[src/design/aqf_pkg.sv]
// Shared constants, codes and command types of the alignment quality filter.
`default_nettype none
package aqf_pkg;

    localparam int COUNT_WIDTH = 24;
    localparam int OUT_W       = 24;
    localparam int GAP_W       = 24;
    localparam int BASE_W      = 8;
    localparam int MB_W        = 16;
    localparam int MAX_BAD_W   = 10;
    localparam int MIN_BASES_W = 12;
    localparam int CFG_IDX_W   = 2;
    localparam int CFG_DATA_W  = 12;

    localparam int DIV_STEPS = MB_W;
    localparam int DIV_CNT_W = $clog2(DIV_STEPS);

    localparam logic [CFG_IDX_W-1:0] CFG_IS_MRNA    = 2'd0;
    localparam logic [CFG_IDX_W-1:0] CFG_VERY_TIGHT = 2'd1;
    localparam logic [CFG_IDX_W-1:0] CFG_MAX_BAD    = 2'd2;
    localparam logic [CFG_IDX_W-1:0] CFG_MIN_BASES  = 2'd3;

    localparam logic                   RST_IS_MRNA    = 1'b1;
    localparam logic                   RST_VERY_TIGHT = 1'b0;
    localparam logic [MAX_BAD_W-1:0]   RST_MAX_BAD    = 10'd100;
    localparam logic [MIN_BASES_W-1:0] RST_MIN_BASES  = 12'd25;

    localparam logic [BASE_W-1:0] BASE_N = 8'h6E;

    localparam logic [COUNT_WIDTH-1:0] VT_MIN_A   = COUNT_WIDTH'(25);
    localparam logic [COUNT_WIDTH-1:0] VT_MIN_B   = COUNT_WIDTH'(15);
    localparam logic [COUNT_WIDTH:0]   VT_SUM_B   = (COUNT_WIDTH + 1)'(50);
    localparam logic [COUNT_WIDTH-1:0] VT_MIN_C   = COUNT_WIDTH'(5);
    localparam logic [COUNT_WIDTH-1:0] VT_REP_C   = COUNT_WIDTH'(100);
    localparam logic [MAX_BAD_W-1:0]   VT_MAX_BAD = 10'd60;
    localparam logic [MAX_BAD_W-1:0]   VT_MAX_C   = 10'd50;

    localparam logic [MB_W-1:0] MB_SAT          = {MB_W{1'b1}};
    localparam logic [MB_W-1:0] ACCEPT_MB_LIMIT = 16'd1024;

    typedef struct packed {
        logic cnt_en;
        logic do_sum;
        logic do_add;
        logic do_mul;
        logic do_check;
        logic do_div;
        logic load_out;
    } t_cmd;

    typedef struct packed {
        logic sat;
    } t_sts;

endpackage
`default_nettype wire

[src/design/alignment_quality_filter_unit.sv]
// Top level of the alignment quality filter: controller, datapath and checks.
// One aligned base pair is taken per cycle while an alignment is counted.
// After the alignment-end transaction the input stalls through the sum, add, multiply
// and check steps and the 16-step bit-serial divider; a saturated score skips the divider.
// The result sits in an output register and a new alignment may follow at once.
// Synchronous active-low reset clears the counters, loads the register defaults.
`default_nettype none
module alignment_quality_filter_unit (
    input  wire                                   i_clk,
    input  wire                                   i_rst_n,
    input  wire                                   i_cfg_we,
    input  wire  [aqf_pkg::CFG_IDX_W-1:0]         i_cfg_idx,
    input  wire  [aqf_pkg::CFG_DATA_W-1:0]        i_cfg_data,
    input  wire                                   i_in_valid,
    output logic                                  o_in_ready,
    input  wire  [aqf_pkg::BASE_W-1:0]            i_query_base,
    input  wire  [aqf_pkg::BASE_W-1:0]            i_target_base,
    input  wire                                   i_repeat_flag,
    input  wire                                   i_block_end,
    input  wire  [aqf_pkg::GAP_W-1:0]             i_query_gap,
    input  wire  [aqf_pkg::GAP_W-1:0]             i_target_gap,
    input  wire                                   i_alignment_end,
    output logic                                  o_out_valid,
    input  wire                                   i_out_ready,
    output logic                                  o_accept,
    output logic [aqf_pkg::MB_W-1:0]              o_milli_bad,
    output logic [aqf_pkg::OUT_W-1:0]             o_match_count,
    output logic [aqf_pkg::OUT_W-1:0]             o_mismatch_count,
    output logic [aqf_pkg::OUT_W-1:0]             o_repeat_match_count,
    output logic [aqf_pkg::OUT_W-1:0]             o_unknown_count,
    output logic [aqf_pkg::OUT_W-1:0]             o_query_insert_count,
    output logic [aqf_pkg::OUT_W-1:0]             o_query_insert_bases,
    output logic [aqf_pkg::OUT_W-1:0]             o_target_insert_count,
    output logic [aqf_pkg::OUT_W-1:0]             o_target_insert_bases
);

    aqf_pkg::t_cmd cmd;
    aqf_pkg::t_sts sts;

    aqf_ctrl u_ctrl (
        .i_clk           (i_clk),
        .i_rst_n         (i_rst_n),
        .i_in_valid      (i_in_valid),
        .i_alignment_end (i_alignment_end),
        .i_out_ready     (i_out_ready),
        .i_sts           (sts),
        .o_in_ready      (o_in_ready),
        .o_out_valid     (o_out_valid),
        .o_cmd           (cmd)
    );

    aqf_dp u_dp (
        .i_clk                 (i_clk),
        .i_rst_n               (i_rst_n),
        .i_cmd                 (cmd),
        .o_sts                 (sts),
        .i_cfg_we              (i_cfg_we),
        .i_cfg_idx             (i_cfg_idx),
        .i_cfg_data            (i_cfg_data),
        .i_query_base          (i_query_base),
        .i_target_base         (i_target_base),
        .i_repeat_flag         (i_repeat_flag),
        .i_block_end           (i_block_end),
        .i_query_gap           (i_query_gap),
        .i_target_gap          (i_target_gap),
        .i_alignment_end       (i_alignment_end),
        .o_accept              (o_accept),
        .o_milli_bad           (o_milli_bad),
        .o_match_count         (o_match_count),
        .o_mismatch_count      (o_mismatch_count),
        .o_repeat_match_count  (o_repeat_match_count),
        .o_unknown_count       (o_unknown_count),
        .o_query_insert_count  (o_query_insert_count),
        .o_query_insert_bases  (o_query_insert_bases),
        .o_target_insert_count (o_target_insert_count),
        .o_target_insert_bases (o_target_insert_bases)
    );

    a_one_step: assert property (@(posedge i_clk) disable iff (!i_rst_n)
        $onehot0({cmd.cnt_en, cmd.do_sum, cmd.do_add, cmd.do_mul,
                  cmd.do_check, cmd.do_div, cmd.load_out}))
        else $error("More than one datapath step commanded in one cycle.");

    a_no_overwrite: assert property (@(posedge i_clk) disable iff (!i_rst_n)
        cmd.load_out |-> (!o_out_valid || i_out_ready))
        else $error("Result register loaded while a transaction is pending.");

    a_stall_after_end: assert property (@(posedge i_clk) disable iff (!i_rst_n)
        (i_in_valid && o_in_ready && i_alignment_end) |=> !o_in_ready)
        else $error("Input taken while the score is being computed.");

    a_accept_score: assert property (@(posedge i_clk) disable iff (!i_rst_n)
        (o_out_valid && o_accept) |-> (o_milli_bad < aqf_pkg::ACCEPT_MB_LIMIT))
        else $error("Accepted alignment with an out-of-range score.");

endmodule
`default_nettype wire

[src/design/aqf_ctrl.sv]
// Controller state machine: counting, scoring sequence and result handshake.
`default_nettype none
module aqf_ctrl (
    input  wire            i_clk,
    input  wire            i_rst_n,
    input  wire            i_in_valid,
    input  wire            i_alignment_end,
    input  wire            i_out_ready,
    input  aqf_pkg::t_sts  i_sts,
    output logic           o_in_ready,
    output logic           o_out_valid,
    output aqf_pkg::t_cmd  o_cmd
);

    localparam logic [2:0] S_COUNT = 3'd0;
    localparam logic [2:0] S_SUM   = 3'd1;
    localparam logic [2:0] S_ADD   = 3'd2;
    localparam logic [2:0] S_MUL   = 3'd3;
    localparam logic [2:0] S_CHECK = 3'd4;
    localparam logic [2:0] S_DIV   = 3'd5;
    localparam logic [2:0] S_FIN   = 3'd6;

    localparam logic [aqf_pkg::DIV_CNT_W-1:0] DIV_LAST =
        aqf_pkg::DIV_CNT_W'(aqf_pkg::DIV_STEPS - 1);

    logic [2:0]                       r_state, n_state;
    logic [aqf_pkg::DIV_CNT_W-1:0]    r_cnt, n_cnt;
    logic                             r_out_valid, n_out_valid;
    logic                             accept_in;
    logic                             out_free;

    assign o_in_ready  = (r_state == S_COUNT);
    assign o_out_valid = r_out_valid;
    assign accept_in   = i_in_valid && o_in_ready;
    assign out_free    = !r_out_valid || i_out_ready;

    always_comb begin
        n_state     = r_state;
        n_cnt       = r_cnt;
        n_out_valid = r_out_valid && !i_out_ready;
        o_cmd       = '0;
        case (r_state)
            S_COUNT: begin
                o_cmd.cnt_en = accept_in;
                if (accept_in && i_alignment_end) begin
                    n_state = S_SUM;
                end
            end
            S_SUM: begin
                o_cmd.do_sum = 1'b1;
                n_state      = S_ADD;
            end
            S_ADD: begin
                o_cmd.do_add = 1'b1;
                n_state      = S_MUL;
            end
            S_MUL: begin
                o_cmd.do_mul = 1'b1;
                n_state      = S_CHECK;
            end
            S_CHECK: begin
                o_cmd.do_check = 1'b1;
                n_cnt          = '0;
                n_state        = i_sts.sat ? S_FIN : S_DIV;
            end
            S_DIV: begin
                o_cmd.do_div = 1'b1;
                n_cnt        = r_cnt + 1'b1;
                if (r_cnt == DIV_LAST) begin
                    n_state = S_FIN;
                end
            end
            S_FIN: begin
                if (out_free) begin
                    o_cmd.load_out = 1'b1;
                    n_out_valid    = 1'b1;
                    n_state        = S_COUNT;
                end
            end
            default: begin
                n_state = S_COUNT;
            end
        endcase
    end

    always_ff @(posedge i_clk) begin
        if (!i_rst_n) begin
            r_state     <= S_COUNT;
            r_cnt       <= '0;
            r_out_valid <= 1'b0;
        end else begin
            r_state     <= n_state;
            r_cnt       <= n_cnt;
            r_out_valid <= n_out_valid;
        end
    end

endmodule
`default_nettype wire

[src/design/aqf_dp.sv]
// Datapath: configuration, saturating counters, score arithmetic and divider.
`default_nettype none
module aqf_dp (
    input  wire                                   i_clk,
    input  wire                                   i_rst_n,
    input  aqf_pkg::t_cmd                         i_cmd,
    output aqf_pkg::t_sts                         o_sts,
    input  wire                                   i_cfg_we,
    input  wire  [aqf_pkg::CFG_IDX_W-1:0]         i_cfg_idx,
    input  wire  [aqf_pkg::CFG_DATA_W-1:0]        i_cfg_data,
    input  wire  [aqf_pkg::BASE_W-1:0]            i_query_base,
    input  wire  [aqf_pkg::BASE_W-1:0]            i_target_base,
    input  wire                                   i_repeat_flag,
    input  wire                                   i_block_end,
    input  wire  [aqf_pkg::GAP_W-1:0]             i_query_gap,
    input  wire  [aqf_pkg::GAP_W-1:0]             i_target_gap,
    input  wire                                   i_alignment_end,
    output logic                                  o_accept,
    output logic [aqf_pkg::MB_W-1:0]              o_milli_bad,
    output logic [aqf_pkg::OUT_W-1:0]             o_match_count,
    output logic [aqf_pkg::OUT_W-1:0]             o_mismatch_count,
    output logic [aqf_pkg::OUT_W-1:0]             o_repeat_match_count,
    output logic [aqf_pkg::OUT_W-1:0]             o_unknown_count,
    output logic [aqf_pkg::OUT_W-1:0]             o_query_insert_count,
    output logic [aqf_pkg::OUT_W-1:0]             o_query_insert_bases,
    output logic [aqf_pkg::OUT_W-1:0]             o_target_insert_count,
    output logic [aqf_pkg::OUT_W-1:0]             o_target_insert_bases
);

    localparam int CW = aqf_pkg::COUNT_WIDTH;
    localparam int SW = ((CW > aqf_pkg::GAP_W) ? CW : aqf_pkg::GAP_W) + 1;
    localparam int NW = CW + 12;
    localparam int MW = aqf_pkg::MB_W;
    localparam logic [CW-1:0] CNT_MAX = {CW{1'b1}};

    function automatic logic [CW-1:0] sat_inc(input logic [CW-1:0] a);
        return (a == CNT_MAX) ? a : a + 1'b1;
    endfunction

    function automatic logic [CW-1:0] sat_add(input logic [CW-1:0] a,
                                              input logic [aqf_pkg::GAP_W-1:0] g);
        logic [SW-1:0] s;
        s = SW'(a) + SW'(g);
        return (s > SW'(CNT_MAX)) ? CNT_MAX : CW'(s);
    endfunction

    logic                              r_is_mrna, r_very_tight;
    logic [aqf_pkg::MAX_BAD_W-1:0]     r_max_bad;
    logic [aqf_pkg::MIN_BASES_W-1:0]   r_min_bases;

    logic [CW-1:0] r_m, r_mm, r_rm, r_unk, r_qi, r_qib, r_ti, r_tib;
    logic [CW-1:0] n_m, n_mm, n_rm, n_unk, n_qi, n_qib, n_ti, n_tib;
    logic [CW-1:0] r_s_m, r_s_mm, r_s_rm, r_s_unk, r_s_qi, r_s_qib, r_s_ti, r_s_tib;

    logic [CW-1:0]   r_dif;
    logic [CW:0]     r_ins;
    logic [CW:0]     r_den;
    logic [CW+1:0]   r_sum;
    logic [NW-1:0]   r_num;
    logic [CW:0]     r_rem;
    logic [MW-1:0]   r_lo;
    logic [MW-1:0]   r_quot;
    logic            r_pa, r_pb, r_pc;

    logic            is_unknown;
    logic [CW+1:0]   trial;
    logic            take;
    logic [aqf_pkg::MAX_BAD_W-1:0] thr1, thr2;

    always_ff @(posedge i_clk) begin
        if (!i_rst_n) begin
            r_is_mrna    <= aqf_pkg::RST_IS_MRNA;
            r_very_tight <= aqf_pkg::RST_VERY_TIGHT;
            r_max_bad    <= aqf_pkg::RST_MAX_BAD;
            r_min_bases  <= aqf_pkg::RST_MIN_BASES;
        end else if (i_cfg_we) begin
            case (i_cfg_idx)
                aqf_pkg::CFG_IS_MRNA:    r_is_mrna    <= i_cfg_data[0];
                aqf_pkg::CFG_VERY_TIGHT: r_very_tight <= i_cfg_data[0];
                aqf_pkg::CFG_MAX_BAD:    r_max_bad    <= i_cfg_data[aqf_pkg::MAX_BAD_W-1:0];
                aqf_pkg::CFG_MIN_BASES:  r_min_bases  <= i_cfg_data;
                default: begin
                end
            endcase
        end
    end

    assign is_unknown = (i_query_base == aqf_pkg::BASE_N) ||
                        (i_target_base == aqf_pkg::BASE_N);

    always_comb begin
        n_m   = r_m;
        n_mm  = r_mm;
        n_rm  = r_rm;
        n_unk = r_unk;
        n_qi  = r_qi;
        n_qib = r_qib;
        n_ti  = r_ti;
        n_tib = r_tib;
        if (is_unknown) begin
            n_unk = sat_inc(r_unk);
        end else if (i_query_base == i_target_base) begin
            if (i_repeat_flag) begin
                n_rm = sat_inc(r_rm);
            end else begin
                n_m = sat_inc(r_m);
            end
        end else begin
            n_mm = sat_inc(r_mm);
        end
        if (!i_alignment_end && i_block_end) begin
            if (i_query_gap != '0) begin
                n_qi  = sat_inc(r_qi);
                n_qib = sat_add(r_qib, i_query_gap);
            end
            if (i_target_gap != '0) begin
                n_ti  = sat_inc(r_ti);
                n_tib = sat_add(r_tib, i_target_gap);
            end
        end
    end

    always_ff @(posedge i_clk) begin
        if (!i_rst_n) begin
            r_m   <= '0;
            r_mm  <= '0;
            r_rm  <= '0;
            r_unk <= '0;
            r_qi  <= '0;
            r_qib <= '0;
            r_ti  <= '0;
            r_tib <= '0;
        end else if (i_cmd.cnt_en) begin
            if (i_alignment_end) begin
                r_m   <= '0;
                r_mm  <= '0;
                r_rm  <= '0;
                r_unk <= '0;
                r_qi  <= '0;
                r_qib <= '0;
                r_ti  <= '0;
                r_tib <= '0;
            end else begin
                r_m   <= n_m;
                r_mm  <= n_mm;
                r_rm  <= n_rm;
                r_unk <= n_unk;
                r_qi  <= n_qi;
                r_qib <= n_qib;
                r_ti  <= n_ti;
                r_tib <= n_tib;
            end
        end
    end

    // The query and target spans share the aligned length, so their
    // difference is the difference of the insert bases.
    assign trial = {r_rem, r_lo[MW-1]};
    assign take  = (trial >= {1'b0, r_den});

    always_ff @(posedge i_clk) begin
        if (i_cmd.cnt_en && i_alignment_end) begin
            r_s_m   <= n_m;
            r_s_mm  <= n_mm;
            r_s_rm  <= n_rm;
            r_s_unk <= n_unk;
            r_s_qi  <= r_qi;
            r_s_qib <= r_qib;
            r_s_ti  <= r_ti;
            r_s_tib <= r_tib;
        end
        if (i_cmd.do_sum) begin
            if (r_s_qib >= r_s_tib) begin
                r_dif <= r_s_qib - r_s_tib;
            end else begin
                r_dif <= r_is_mrna ? '0 : (r_s_tib - r_s_qib);
            end
            r_ins <= {1'b0, r_s_qi} + (r_is_mrna ? '0 : {1'b0, r_s_ti});
            r_den <= {1'b0, r_s_m} + {1'b0, r_s_rm};
        end
        if (i_cmd.do_add) begin
            r_sum <= (CW + 2)'(r_s_mm) + (CW + 2)'(r_ins) + (CW + 2)'(r_dif);
            if (r_very_tight) begin
                r_pa <= r_s_m >= aqf_pkg::VT_MIN_A;
                r_pb <= (r_s_m >= aqf_pkg::VT_MIN_B) && (r_den >= aqf_pkg::VT_SUM_B);
                r_pc <= (r_s_m >= aqf_pkg::VT_MIN_C) && (r_s_rm >= aqf_pkg::VT_REP_C);
            end else begin
                r_pa <= r_s_m >= CW'(r_min_bases);
                r_pb <= (r_s_m >= CW'(r_min_bases >> 1)) &&
                        (r_den >= (CW + 1)'({r_min_bases, 1'b0}));
                r_pc <= r_s_rm >= CW'({r_min_bases, 2'b00});
            end
        end
        if (i_cmd.do_mul) begin
            r_num <= {r_sum, 10'b0} - NW'({r_sum, 5'b0}) + NW'({r_sum, 3'b0});
        end
        if (i_cmd.do_check) begin
            r_rem  <= (CW + 1)'(r_num[NW-1:MW]);
            r_lo   <= r_num[MW-1:0];
            r_quot <= o_sts.sat ? aqf_pkg::MB_SAT : '0;
        end
        if (i_cmd.do_div) begin
            r_rem  <= take ? (CW + 1)'(trial - {1'b0, r_den}) : trial[CW:0];
            r_lo   <= {r_lo[MW-2:0], 1'b0};
            r_quot <= {r_quot[MW-2:0], take};
        end
        if (i_cmd.load_out) begin
            o_accept              <= (r_den != '0) && (r_quot < MW'(thr1)) &&
                                     (r_pa || r_pb || (r_pc && (r_quot < MW'(thr2))));
            o_milli_bad           <= r_quot;
            o_match_count         <= aqf_pkg::OUT_W'(r_s_m);
            o_mismatch_count      <= aqf_pkg::OUT_W'(r_s_mm);
            o_repeat_match_count  <= aqf_pkg::OUT_W'(r_s_rm);
            o_unknown_count       <= aqf_pkg::OUT_W'(r_s_unk);
            o_query_insert_count  <= aqf_pkg::OUT_W'(r_s_qi);
            o_query_insert_bases  <= aqf_pkg::OUT_W'(r_s_qib);
            o_target_insert_count <= aqf_pkg::OUT_W'(r_s_ti);
            o_target_insert_bases <= aqf_pkg::OUT_W'(r_s_tib);
        end
    end

    assign thr1 = r_very_tight ? aqf_pkg::VT_MAX_BAD : r_max_bad;
    assign thr2 = r_very_tight ? aqf_pkg::VT_MAX_C : (r_max_bad >> 1);

    assign o_sts.sat = (r_den == '0) ||
                       ((CW + 1 + MW)'(r_num) >= {r_den, {MW{1'b0}}});

endmodule
`default_nettype wire

[config.mk]
export PLATFORM = sky130hd
export DESIGN_NAME = alignment_quality_filter_unit
export DESIGN_NICKNAME = d
export VERILOG_FILES = /design/src/design/aqf_pkg.sv /design/src/design/alignment_quality_filter_unit.sv /design/src/design/aqf_ctrl.sv /design/src/design/aqf_dp.sv
export SDC_FILE = /design/constraint.sdc
export NUM_CORES = 2
export LEC_CHECK = 0
export BUFFER_PORTS_ARGS = -buffer_cell sky130_fd_sc_hd__buf_4
export CAP_MARGIN = 40
export CORE_MARGIN = 1
export CORE_UTILIZATION = 48
export CTS_CLUSTER_DIAMETER = 60
export CTS_CLUSTER_SIZE = 40
export DETAILED_ROUTE_END_ITERATION = 12
export PLACE_DENSITY = 0.64
export SLEW_MARGIN = 20
export SYNTH_ARGS = -nofsm -noshare
export SYNTH_HDL_FRONTEND = slang
export SYNTH_HIERARCHICAL = 1
export SYNTH_SLANG_ARGS = --single-unit
[constraint.sdc]
create_clock -name i_clk -period 22.8 [get_ports i_clk]
set_input_delay 4.56 -clock i_clk [delete_from_list [all_inputs] [get_ports i_clk]]
set_output_delay 4.56 -clock i_clk [all_outputs]
set_load 0.03 [all_outputs]
* After elaboration in Yosys (flattened, before gate mapping)
Index checks and enable logic that the tools add are counted.
** Storage, ports and cells
- Register bits after elaboration :: 821
- Latch bits :: 0
- Memory bits (writable) :: 0
- Bits in read-only memories :: 0
- Input bits :: 86
- Output and inout port bits :: 211
- Word-level logic and storage cells :: 207
- Memories kept :: 0
** Cells by class
- Add/subtract/negate cells :: 18
- Multipliers :: 0
- Div/mod/pow operators :: 0
- Order comparisons :: 16
- Equality and inequality tests :: 24
- Shifts and indexed selects :: 0
- Multiplexer cells :: 65
- Bitwise gates (word level) :: 0
- Reductions and logical operators :: 39
** Operators by type and width (number)
- $mux 24 :: 36
- $add 24x1->24 const B :: 6
- $eq 24x24->1 const B :: 6
- $mux 16 :: 5
- $add 24x24->25 :: 3
- $mux 25 :: 3
- $gt 25x24->1 const B :: 2
- $reduce_bool 24->1 :: 2
- $sub 24x24->24 :: 2
- $ge 36x41->1 :: 1
- $add 36x29->36 :: 1
- $sub 36x31->36 :: 1
- $add 24x25->26 :: 1
- $add 26x24->26 :: 1
- $ge 26x25->1 :: 1
- $add 24x25->25 :: 1
- $ge 25x13->1 :: 1
- $ge 25x6->1 const B :: 1
- $logic_not 25->1 :: 1
- $reduce_bool 25->1 :: 1
- $sub 25x25->25 :: 1
- $ge 24x11->1 :: 1
- $ge 24x12->1 :: 1
- $ge 24x14->1 :: 1
- 34 further kinds :: 82

* Longest topological paths before layout
- Depth after elaboration :: 6
- Depth in mapped cells :: 15
- Depth with buffers taken out :: 15

* Hierarchy
Netlist, hierarchy kept.
** By module, submodules not included
- aqf_dp :: instances 1, cells each 3992, area an instance 43678.1 µm², sequential area each 22071.2 µm²
- aqf_ctrl :: instances 1, cells each 55, area an instance 466.7 µm², sequential area each 160.2 µm²

* Least setup slack after synthesis
OpenSTA, ideal clock, no wires.
- Path type :: input to register
- Start point :: input i_out_ready
- End point :: register u_dp.o_accept (enable)
- Library setup time :: 1036 ps
- Arrival :: 18709 ps
- Required time :: 21764 ps
- Path slack :: 3055 ps
- Stages :: 2
- Buffers on the path :: 0
- Cells stage by stage :: nor2b_1 -> nor3_1
** RTL lines
- from (decl) :: RTL line alignment_quality_filter_unit.sv:24 : input wire i_out_ready,
- to (signal assigned) :: RTL line aqf_dp.sv:208 : o_accept <= (r_den != '0) && (r_quot < MW'(thr1)) &&
- to (decl) :: RTL line aqf_dp.sv:18 : output logic o_accept,

==> impl_metrics.csv <==
group,metric,value,unit
run_status,outcome,"complete, no violations",
pwr,cellPowerDensity,68.2,mW/mm^2
setup_path,startpoint_type,"primary input",
global_routing,grt_pass1_vias,29900,
placed_design,dp_hpwl,83600,um
timing,max_freq,136,MHz
route,wl_per_cell,19.9,um
clock_network,cts_setup_buffers,0,
logic_synthesis,ys_seq_area_frac,0.504,
layout,final_util,0.556,
pwr,seqPwrFrac,0.488,
floorplanning,die_w,305,um
placed_design,place.gp.congestion,0.915,
timing,period_minus_slack,7.34,ns
timing,setup_tns,0,ns
route,drt_iter0_markers,2178,
global_routing,grt_usage,0.235,
clock_network,cts_hold_buf,0,
pwr,pwr-share-comb,0.140,
logic_synthesis,ys.flop_type,"edfxtp_1",
pwr,p_sw,944,uW
timing,finClkSkew,0.0522,ns
setup_path,crit_fanout,37,
logic_synthesis,synthesis.nets,4506,
global_routing,grt_max_degree,74,
pwr,switching_share,0.275,
route,drc,0,
floorplanning,placementRows,110,
layout,finalNetCount,4796,
global_routing,antenna_found_initial,2,
route,drt_wl_total,111000,um
setup_path,cp-startpoint,"i_in_valid",
layout,drive_gt1_frac,0.118,
logic_synthesis,synth_top_area_share,0.402,
clock_network,root_buffer,"clkbuf_16",
timing,max_slew_margin,0.480,
floorplanning,pin_count,297,
clock_network,cts_buffers,67,
clock_network,path_clk_slew,0.10,ns
layout,nFillCells,7839,
clock_network,cts_num_sinks,815,
clock_network,cts_tree,"built",
pwr,ir_drop,0.0524,mV
floorplanning,die_y,305,um
pwr,intPower,2.49,mW
route,num_vias,31300,
clock_network,cts_buffer_depth,3,
logic_synthesis,synth_edf_count,591,
pwr,power,3.43,mW
logic_synthesis,synthTopCellsByArea,"edfxtp_1 (40%), dfxtp_1 (10%), ha_1 (9.1%)",
floorplanning,start_util,0.487,
logic_synthesis,syn_area,0.0441,mm^2
layout,syn2layout_area_growth,14.0,%
logic_synthesis,synth_area_leader_cell,"edfxtp_1",
setup_path,criticalPathCategory,"in -> reg",
global_routing,grt_first_pass_wirelength,172000,um
setup_path,reg2reg_slack,18.52,ns
timing,hold_viol_final,0,
clock_network,clk_latency,0.64,ns
route,ant_nets,0,
timing,finalSetupViolCount,0,
logic_synthesis,synthCells,4047,
clock_network,cts-resized-gates,0,
timing,period_share,0.322,
setup_path,critPathArrivalTime,7.88,ns
placed_design,port_buffers,296,
clock_network,ctsHtreeMaxLevel,3,
hold_path,hp-start,"u_dp/r_s_unk[21]",
logic_synthesis,ys_ff_latch,815,
timing,maxSlewViolCount,0,
setup_path,r2r-start,"u_ctrl/r_state[0]",
floorplanning,core,0.0906,mm^2
logic_synthesis,synth_cell_types,109,
logic_synthesis,synth_warnings,6,
hold_path,hp-class,"reg -> reg",
pwr,leakagePower,20.1,nW
setup_path,crit_required,23.35,ns
layout,final_common_cell,"edfxtp_1",
logic_synthesis,synthArstFlopShare,0,
logic_synthesis,syn_area_per_cell,10.9,um^2
layout,final_cell_mix,"edfxtp_1 (591), buf_4 (325), ha_1 (322), nand2_1 (276), inv_1 (254)",
layout,antennaDiodeCount,0,
floorplanning,dieArea,0.0932,mm^2
pwr,clkPwrFrac,0.372,
setup_path,endpoint_kind,"register",
route,dr.pass1.iters,8,
timing,tightest_slew,0.779,ns
job,maxCapViolations,0,
route,avgViaCountPerCell,5.63,
timing,rsz0062_at_grt,"false",
global_routing,grt.overflow.total,0,
## Yosys cell counts, types with 28 or more instances
library cell	number
and2_1	29
ha_1	322
a21oi_1	241
nand4_1	57
a21boi_0	30
and3_1	49
o21ai_0	213
edfxtp_1	591
nor2b_1	112
nor2_1	255
a22oi_1	37
a31oi_1	39
nor3_1	84
xnor2_1	171
nand2b_1	61
inv_1	255
clkbuf_1	96
a22o_1	31
nand3_1	92
a21o_1	80
or3_1	28
nor4_1	33
dfxtp_1	224
o21a_1	68
nand2_1	276
fa_1	51
xor2_1	139
## power groups by stage
stage               clock (mW)  sequential (mW)  combinational, mW
floorplan                    0             1.70              0.351
global placement             0             1.71              0.464
detailed placement           0             1.71              0.473
CTS                       1.31             1.68              0.477
global route              1.36             1.68              0.536
finish                    1.28             1.68              0.480
## stage by stage
stage | setup slack [ns] | instances | hold slack, ns | instance area [um^2]
CTS | 15.40 | 5560 | 0.413 | 50200
finish | 15.46 | 5566 | 0.421 | 50300
floorplan | 3.06 | 4047 | 0.400 | 44100
global placement | 14.79 | 5429 | 0.403 | 47600
detailed placement | 14.75 | 5438 | 0.405 | 47800
global route | 15.22 | 5566 | 0.425 | 50300
## area by class of cell
cell class	count	area, um^2	share of cell area
Clock inverter	47	622	0.0124
Sequential cell	815	22200	0.442
Multi-Input combinational cell	2859	20500	0.408
Tap cell	1176	1470	0.0292
Clock buffer	75	1820	0.0362
Inverter	257	965	0.0192
Timing Repair Buffer	337	2690	0.0534
## flip-flops by register name, indices dropped and copies added, names as in the netlist, 25 cells and up
signal,cells
u_dp/r_den,25
u_dp/r_ins,25
u_dp/r_num,33
u_dp/r_rem,25
u_dp/r_sum,26
## layer usage
metal	global-route usage	share of wire	vias to the layer above	wire length (um)
li1	-	-	15400	-
met1	0.323	0.45	15000	50100
met2	0.392	0.47	747	52500
met3	0.0279	0.048	146	5340
met4	0.0670	0.027	0	2970
met5	0	0	-	0
## worst max-delay path, stage by stage
cell,delay (ns)
buf_4,0.08
and2_1,0.14
buf_4,0.41
inv_2,0.25
nor2_1,0.36
o21ai_1,0.31
a31oi_2,0.50
nand2_1,0.23
nor3_1,0.57
nand4_1,0.19
xor2_1,0.17
nor2_1,0.05
## worst paths after layout
check	cells after the start	to
setup / recovery	12	u_dp/r_ti[20]
hold / removal	0	u_dp/o_unknown_count[21]
setup reg to reg	12	u_dp/r_ti[20]
hold reg to reg	0	u_dp/o_unknown_count[21]
## cells by family (layout without fill, tap and decap cells)
kind of cell,Yosys count,after routing,share of synthesized area
compound gates,967,967,0.144
flops,815,815,0.504
xor+xnor,310,310,0.0615
simple gates,1178,1178,0.137
mux,31,31,0.00728
fa+ha+maj,373,373,0.114
buf+inv,373,716,0.0326
Power figures use the tool's default switching activity.
